`config.mk`:
```
export PLATFORM = sky130hd
export DESIGN_NAME = sorted_delay_queue_core
export DESIGN_NICKNAME = d
export VERILOG_FILES = /design/src/sdq_pkg.sv /design/src/sdq_ram.sv /design/src/sorted_delay_queue_core.sv
export SDC_FILE = /design/constraint.sdc
export NUM_CORES = 2
export LEC_CHECK = 0
export BUFFER_PORTS_ARGS = -buffer_cell sky130_fd_sc_hd__buf_2
export CAP_MARGIN = 20
export CORE_AREA = 2 2 417 419
export DETAILED_ROUTE_END_ITERATION = 7
export DIE_AREA = 0 0 419 421
export HOLD_SLACK_MARGIN = 0.02
export PLACE_DENSITY = 0.67
export REMOVE_ABC_BUFFERS = 1
export SETUP_SLACK_MARGIN = 0.5
export SYNTH_ARGS = -nofsm -noshare
export SYNTH_HDL_FRONTEND = slang
export SYNTH_SLANG_ARGS = --single-unit
```
`constraint.sdc`:
```
create_clock -name clk -period 13.6 [get_ports clk]
set_input_delay 0.68 -clock clk [delete_from_list [all_inputs] [get_ports clk]]
set_output_delay 0.68 -clock clk [all_outputs]
set_load 0.03 [all_outputs]
```
`src/sdq_pkg.sv`:
```
// ----------------------------------------------------------------------------
// sdq_pkg
// Types and constants shared by the sorted delay queue files.
// ----------------------------------------------------------------------------
package sdq_pkg;

	localparam int unsigned PADDR_W = 3;
	localparam logic [31:0] TPS_RESET = 32'd1000000;

	// register index taken from paddr[2]
	localparam logic REG_IDX_TPS = 1'b0;

	typedef enum logic [2:0] {
		STAT_QUEUED = 3'd0,
		STAT_ZERO   = 3'd1,
		STAT_FULL   = 3'd2,
		STAT_NEG    = 3'd3,
		STAT_WOKEN  = 3'd4,
		STAT_DONE   = 3'd5
	} status_t;

	typedef enum logic [2:0] {
		S_IDLE,
		S_MUL,
		S_ADD,
		S_SHIFT,
		S_PLACE,
		S_TREAD,
		S_TCHK,
		S_DONE
	} state_t;

	typedef struct packed {
		logic               mode;
		logic [3:0]         requester_id;
		logic signed [31:0] sleep_seconds;
		logic [47:0]        now_time;
	} sdq_in_t;

	typedef struct packed {
		status_t    status;
		logic [3:0] woken_id;
		logic       last;
	} sdq_out_t;

endpackage

```
`src/sdq_ram.sv`:
```
// ----------------------------------------------------------------------------
// sdq_ram
// Generic single-write, single-read RAM with a registered read port.
// ----------------------------------------------------------------------------
module sdq_ram #(
	parameter int WIDTH = 52,
	parameter int DEPTH = 16
) (
	input  logic                                   clk,
	input  logic                                   we,
	input  logic [((DEPTH > 1) ? $clog2(DEPTH) : 1)-1:0] waddr,
	input  logic [WIDTH-1:0]                       wdata,
	input  logic [((DEPTH > 1) ? $clog2(DEPTH) : 1)-1:0] raddr,
	output logic [WIDTH-1:0]                       rdata
);

	logic [WIDTH-1:0] mem [DEPTH];

	always_ff @(posedge clk) begin
		if (we) begin
			mem[waddr] <= wdata;
		end
		rdata <= mem[raddr];
	end

endmodule

```
`src/sorted_delay_queue_core.sv`:
```
// ----------------------------------------------------------------------------
// sorted_delay_queue_core
// Bounded list of sleeping requesters sorted by wake time, held in a RAM
// used as a ring (head pointer plus count).
// ----------------------------------------------------------------------------
//  channel   | signals                               | transfer when
//  ----------+---------------------------------------+----------------------------
//  request   | start, busy, req                      | start && !busy
//  result    | result_strobe, result                 | result_strobe (no stall)
//  config    | psel penable pwrite paddr pwdata ...  | psel && penable && pwrite
//
// Zero, negative or full delay requests and ticks on an empty list answer in
// the cycle after the transfer. An insert computes the wake time, then moves
// later entries one slot back (one per cycle, bounded by the RAM's single
// write port) and writes its entry with the result. A tick reads the head,
// then sends a wake notice per due entry and one done item. No clearing pass
// after reset. Results cannot be stalled.
module sorted_delay_queue_core
	import sdq_pkg::*;
#(
	parameter int MAX_ENTRIES = 16,
	parameter int TIME_BITS   = 48
) (
	input  logic               clk,
	input  logic               arst_n,
	input  logic               start,
	output logic               busy,
	input  sdq_in_t            req,
	output logic               result_strobe,
	output sdq_out_t           result,
	input  logic               psel,
	input  logic               penable,
	input  logic               pwrite,
	input  logic [PADDR_W-1:0] paddr,
	input  logic [31:0]        pwdata,
	output logic [31:0]        prdata,
	output logic               pready
);

	localparam int AW = (MAX_ENTRIES > 1) ? $clog2(MAX_ENTRIES) : 1;
	localparam int CW = $clog2(MAX_ENTRIES + 1);
	localparam int DW = TIME_BITS + 4;

	state_t state_q, state_d;

	sdq_in_t              item_q;
	logic [31:0]          tps_q;
	logic [AW-1:0]        head_q;
	logic [CW-1:0]        count_q;
	logic [CW-1:0]        k_q;
	logic [62:0]          prod_q;
	logic [TIME_BITS-1:0] wake_q;
	logic                 res_strobe_q;
	sdq_out_t             res_q;

	logic                 accept;
	logic                 full;
	logic [62:0]          prod_d;
	logic [64:0]          sum65;
	logic [TIME_BITS-1:0] wake_d;
	logic [63:0]          now64;
	logic [TIME_BITS-1:0] now_t;
	logic [TIME_BITS-1:0] rd_wake;
	logic [3:0]           rd_id;
	logic                 move;
	logic                 due;

	logic                 ram_we;
	logic [AW-1:0]        ram_waddr;
	logic [DW-1:0]        ram_wdata;
	logic [AW-1:0]        ram_raddr;
	logic [DW-1:0]        ram_rdata;
	logic                 strobe_d;
	sdq_out_t             res_d;

	// logical slot -> physical RAM address; base + ofs stays below 2*MAX_ENTRIES
	function automatic logic [AW-1:0] phys(input logic [AW-1:0] base,
	                                       input logic [CW-1:0] ofs);
		logic [CW:0] s;
		s = (CW+1)'(base) + (CW+1)'(ofs);
		if (s >= (CW+1)'(MAX_ENTRIES)) begin
			s = s - (CW+1)'(MAX_ENTRIES);
		end
		return s[AW-1:0];
	endfunction

	assign accept = start && (state_q == S_IDLE);
	assign busy   = (state_q != S_IDLE);
	assign full   = (count_q == CW'(MAX_ENTRIES));

	assign now64 = 64'(item_q.now_time);
	assign now_t = now64[TIME_BITS-1:0];

	assign prod_d = 63'(item_q.sleep_seconds[30:0]) * 63'(tps_q);
	assign sum65  = 65'(prod_q) + 65'(now_t);
	assign wake_d = (|(sum65 >> TIME_BITS)) ? {TIME_BITS{1'b1}} : sum65[TIME_BITS-1:0];

	assign rd_wake = ram_rdata[DW-1:4];
	assign rd_id   = ram_rdata[3:0];

	// examining slot k-1; the head keeps its place on a tie
	assign move = (k_q == CW'(1)) ? (wake_q < rd_wake) : (rd_wake >= wake_q);
	assign due  = (rd_wake <= now_t);

	sdq_ram #(
		.WIDTH (DW),
		.DEPTH (MAX_ENTRIES)
	) u_ram (
		.clk   (clk),
		.we    (ram_we),
		.waddr (ram_waddr),
		.wdata (ram_wdata),
		.raddr (ram_raddr),
		.rdata (ram_rdata)
	);

	// next state
	always_comb begin
		state_d = state_q;
		case (state_q)
			S_IDLE: begin
				if (accept) begin
					if (!req.mode) begin
						if (req.sleep_seconds != 32'sd0 && !req.sleep_seconds[31] && !full) begin
							state_d = S_MUL;
						end
					end else if (count_q != '0) begin
						state_d = S_TREAD;
					end
				end
			end
			S_MUL:   state_d = S_ADD;
			S_ADD:   state_d = (count_q == '0) ? S_PLACE : S_SHIFT;
			S_SHIFT: begin
				if (move) begin
					state_d = (k_q == CW'(1)) ? S_PLACE : S_SHIFT;
				end else begin
					state_d = S_IDLE;
				end
			end
			S_PLACE: state_d = S_IDLE;
			S_TREAD: state_d = S_TCHK;
			S_TCHK: begin
				if (due) begin
					state_d = (count_q == CW'(1)) ? S_DONE : S_TCHK;
				end else begin
					state_d = S_IDLE;
				end
			end
			S_DONE:  state_d = S_IDLE;
			default: state_d = S_IDLE;
		endcase
	end

	// outputs: RAM control and the next result
	always_comb begin
		ram_we    = 1'b0;
		ram_waddr = phys(head_q, k_q);
		ram_wdata = {wake_q, item_q.requester_id};
		ram_raddr = head_q;
		strobe_d  = 1'b0;
		res_d     = '{status: STAT_QUEUED, woken_id: 4'd0, last: 1'b1};
		case (state_q)
			S_IDLE: begin
				if (accept) begin
					if (!req.mode) begin
						if (req.sleep_seconds == 32'sd0) begin
							strobe_d     = 1'b1;
							res_d.status = STAT_ZERO;
						end else if (req.sleep_seconds[31]) begin
							strobe_d     = 1'b1;
							res_d.status = STAT_NEG;
						end else if (full) begin
							strobe_d     = 1'b1;
							res_d.status = STAT_FULL;
						end
					end else if (count_q == '0) begin
						strobe_d     = 1'b1;
						res_d.status = STAT_DONE;
					end
				end
			end
			S_ADD: begin
				ram_raddr = phys(head_q, count_q - CW'(1));
			end
			S_SHIFT: begin
				ram_raddr = phys(head_q, k_q - CW'(2));
				ram_we    = 1'b1;
				if (move) begin
					ram_wdata = ram_rdata;
				end else begin
					strobe_d = 1'b1;
				end
			end
			S_PLACE: begin
				ram_we   = 1'b1;
				strobe_d = 1'b1;
			end
			S_TREAD: begin
				ram_raddr = head_q;
			end
			S_TCHK: begin
				ram_raddr = phys(head_q, CW'(1));
				strobe_d  = 1'b1;
				if (due) begin
					res_d.status   = STAT_WOKEN;
					res_d.woken_id = rd_id;
					res_d.last     = 1'b0;
				end else begin
					res_d.status = STAT_DONE;
				end
			end
			S_DONE: begin
				strobe_d     = 1'b1;
				res_d.status = STAT_DONE;
			end
			default: begin
				strobe_d = 1'b0;
			end
		endcase
	end

	always_ff @(posedge clk or negedge arst_n) begin
		if (!arst_n) begin
			state_q      <= S_IDLE;
			head_q       <= '0;
			count_q      <= '0;
			k_q          <= '0;
			res_strobe_q <= 1'b0;
			tps_q        <= TPS_RESET;
		end else begin
			state_q      <= state_d;
			res_strobe_q <= strobe_d;
			if (psel && penable && pwrite && paddr[2] == REG_IDX_TPS) begin
				tps_q <= pwdata;
			end
			case (state_q)
				S_ADD: k_q <= count_q;
				S_SHIFT: begin
					if (move) begin
						k_q <= k_q - CW'(1);
					end else begin
						count_q <= count_q + CW'(1);
					end
				end
				S_PLACE: count_q <= count_q + CW'(1);
				S_TCHK: begin
					if (due) begin
						head_q  <= phys(head_q, CW'(1));
						count_q <= count_q - CW'(1);
					end
				end
				default: begin
					k_q <= k_q;
				end
			endcase
		end
	end

	// payload registers
	always_ff @(posedge clk) begin
		if (accept) begin
			item_q <= req;
		end
		if (state_q == S_MUL) begin
			prod_q <= prod_d;
		end
		if (state_q == S_ADD) begin
			wake_q <= wake_d;
		end
		res_q <= res_d;
	end

	assign result_strobe = res_strobe_q;
	assign result        = res_q;
	assign prdata        = (paddr[2] == REG_IDX_TPS) ? tps_q : 32'd0;
	assign pready        = 1'b1;

endmodule

```
==> impl_metrics.csv <==
group,metric,value,unit
synthesis,synth_top_flop_cell,"edfxtp_1",
synthesis,synth_most_common_cell,"edfxtp_1",
outcome,outcome,"finished, final reports clean",
synthesis,netlist_instances,6457,
cts,cts_resized,0,
cts,root_buffer,"clkbuf_16",
floorplan,core,172000,um2
critical_path,worstSetupEndpointType,"register",
detailed_routing,wl,204000,um
floorplan,num_rows,153,
synthesis,ys_ff_latch,1136,
cts,cts_buffers,116,
place,gp_congestion,0.935,
critical_path,cp-start-kind,"register",
cts,clk_latency,770,ps
min_path,hold_class,"input pin to async pin",
timing,rsz0062_at_grt,"false",
grt,grt_pass1_wl,314000,um
synthesis,synth-async-reset-ratio,4.40,%
critical_path,reg2regPathDepth,23,
grt,antenna_found_initial,1,
timing,fin_crit,8950,ps
detailed_routing,drcViolationCount,0,
critical_path,arrival,9410,ps
grt,grt_max_degree,130,
timing,setup_tns,0,ps
floorplan,die_area,176000,um2
detailed_routing,postRouteAntennaNets,0,
synthesis,yosysTopAreaCellShare,38.4,%
timing,post-route-period-util,65.8,%
synthesis,avgSynthCellArea,12.4,um2
synthesis,synth_edf_count,1026,
finish,fin_cells,8926,
timing,maxSlewHeadroom,29.1,%
floorplan,die_y,421,um
cts,htreeDepth,3,
cts,cts_max_path_buffers,3,
timing,worst_slew_pin_slew,1060,ps
synthesis,yosys_warnings,0,
synthesis,synth_area,80200,um2
cts,post-cts-setup-buffers,0,
cts,cts_sinks,1136,
place,port_buffers,165,
grt,gr-total-overflow,0,
detailed_routing,drt_iter0_drc,4409,
critical_path,critPathMaxFanout,33,
detailed_routing,dr.pass1.iters,6,
critical_path,path_class,"register to register",
timing,finalHoldViolCount,0,
cts,tritoncts,"yes",
synthesis,ys_top_cells_by_count,"edfxtp_1, inv_1, fa_1",
timing,setup_viol,0,
synthesis,yosys-top-cells-area,"edfxtp_1, fa_1, ha_1, mux4_2, and2_1",
floorplan,start_util,46.5,%
job,max_cap_viol_count,0,
detailed_routing,avgViaCountPerCell,5.60,
cts,clk_pin_slew,60,ps
synthesis,synth_cell_types,78,
finish,area_growth,9.37,%
cts,cts_hold_buffers,0,
synthesis,synth_top_area_cell,"edfxtp_1",
timing,final_max_slew_viol_count,0,
detailed_routing,vias,50000,
finish,drive_above_1_share,12.3,%
critical_path,rrSetupSlack,4650,ps
synthesis,ys_seq_area_share,41.5,%
grt,track_usage,23.4,%
detailed_routing,wl_per_cell,22.8,um
floorplan,die_w,419,um
finish,postLayoutCoreUtil,50.9,%
timing,max_freq,0.112,GHz
finish,layout.nets,7907,
place,dp_hpwl,137000,um
critical_path,reg2reg_from,"tps_q[17]$_DFFE_PN1P_",
critical_path,critPathRequiredTime,14060,ps
critical_path,reg2reg_to,"prod_q[49]$_DFFE_PP_",
grt,grt_pass1_vias,52700,
timing,fin_worst_skew,64.0,ps
place,dp.cells,8705,
floorplan,ioPinCount,169,
[cell usage in the layout, fill, tap and decap left out, types with 9 or more instances in the layout]
cell type	netlist	final
and2_1	592	592
xor2_1	58	58
nand2_2	18	18
nand4_1	54	54
clkbuf_16	0	119
mux2_2	85	85
ha_1	414	414
nor2b_1	63	63
o21a_1	15	15
nand2b_1	22	22
a31oi_1	71	69
bufinv_16	0	17
nor4_1	17	17
xnor2_1	69	69
nand3_1	42	41
nand2_1	722	722
nor2_4	0	18
and3_1	15	15
clkinv_1	0	15
a21o_1	104	104
fa_1	869	869
buf_2	1	165
dfrtp_1	43	36
clkbuf_1	306	16
dfxtp_1	60	60
a211oi_1	59	59
edfxtp_1	1026	1026
or3_1	9	9
nor3_1	28	28
a21oi_1	159	157
o21bai_1	24	24
mux4_2	208	208
nor2_1	120	102
o21ai_0	88	88
o211ai_1	12	12
clkinv_2	0	22
buf_4	1	93
inv_1	918	917
[critical path, stage by stage, from the launching register on]
cell and delay [ps]:
dfstp_2 1110, and2_1 260, fa_1 450, fa_1 490
fa_1 520, inv_1 50, fa_1 470, inv_1 50
fa_1 490, fa_1 570, fa_1 430, fa_1 480
ha_1 360, a21oi_1 410, o211ai_1 160, nand4_1 140
a21oi_1 100, o31ai_1 540, a311oi_1 270, o31ai_1 480
o21ai_0 170, a21o_1 220, a311oi_1 310, xnor2_1 100
[stage by stage]
step / cell area (um2) / hold slack [ps] / setup WS, ps
2_1_floorplan: 78900 / 384 / -8320
3_3_place_gp: 83600 / 474 / 4800
3_5_place_dp: 83600 / 480 / 4760
4_1_cts: 87700 / 36.6 / 4710
5_1_grt: 87700 / 59.8 / 4270
6_report: 87700 / 52.6 / 4650
[layer usage]
layer  track usage (%)  up-vias  share of wire, %
met5                 0        -                 0
met4              8.16        0               3.6
met3              3.36      398               6.7
met2              39.8     1878                50
met1              30.7    26000                40
li1                  -    21700                 -
[sequential cells by signal (all words and copies together), names as in the netlist]
signal / flops
tps_q: 32
u_ram.rdata: 52
prod_q: 63
u_ram.mem: 832
result: 8
k_q: 5
now_t: 48
state_q: 3
count_q: 5
result_strobe: 1
head_q: 4
item_q: 35
wake_q: 48
[worst max-delay path by stage]
stage                      startpoint                endpoint  slack, ps
4_1_cts         tps_q[17]$_DFFE_PN1P_    prod_q[60]$_DFFE_PP_       4710
5_1_grt         tps_q[14]$_DFFE_PN1P_    prod_q[49]$_DFFE_PP_       4270
3_3_place_gp    tps_q[17]$_DFFE_PN1P_    prod_q[49]$_DFFE_PP_       4800
6_report        tps_q[17]$_DFFE_PN1P_    prod_q[49]$_DFFE_PP_       4650
3_5_place_dp    tps_q[17]$_DFFE_PN1P_    prod_q[60]$_DFFE_PP_       4760
2_1_floorplan  state_q[1]$_DFFE_PN0P_  u_ram.rdata[0]$_DFF_P_      -8320
[cells by family after synthesis]
group                      share of synthesized area [%]
and+or+nand+nor                                     10.9
adders and majority gates                           28.2
buffers and inverters                               5.92
DFF                                                 41.5
AOI/OAI and AO/OA                                   5.04
muxes                                               7.11
xor gates and xnor gates                            1.39
other                                            0.00468
[area by class of cell]
type	count	area, um2
Timing Repair Buffer	260	1560
Clock buffer	140	3110
Multi-Input combinational cell	4066	42400
Fill cell	14700	84800
Clock inverter	79	1010
Antenna cell	2	5.00
Inverter	918	3450
Tap cell	2325	2910
Sequential cell	1136	33300
Power is not shown: default switching activity piles up to over one toggle a cycle in this logic, so the estimate is an artifact.
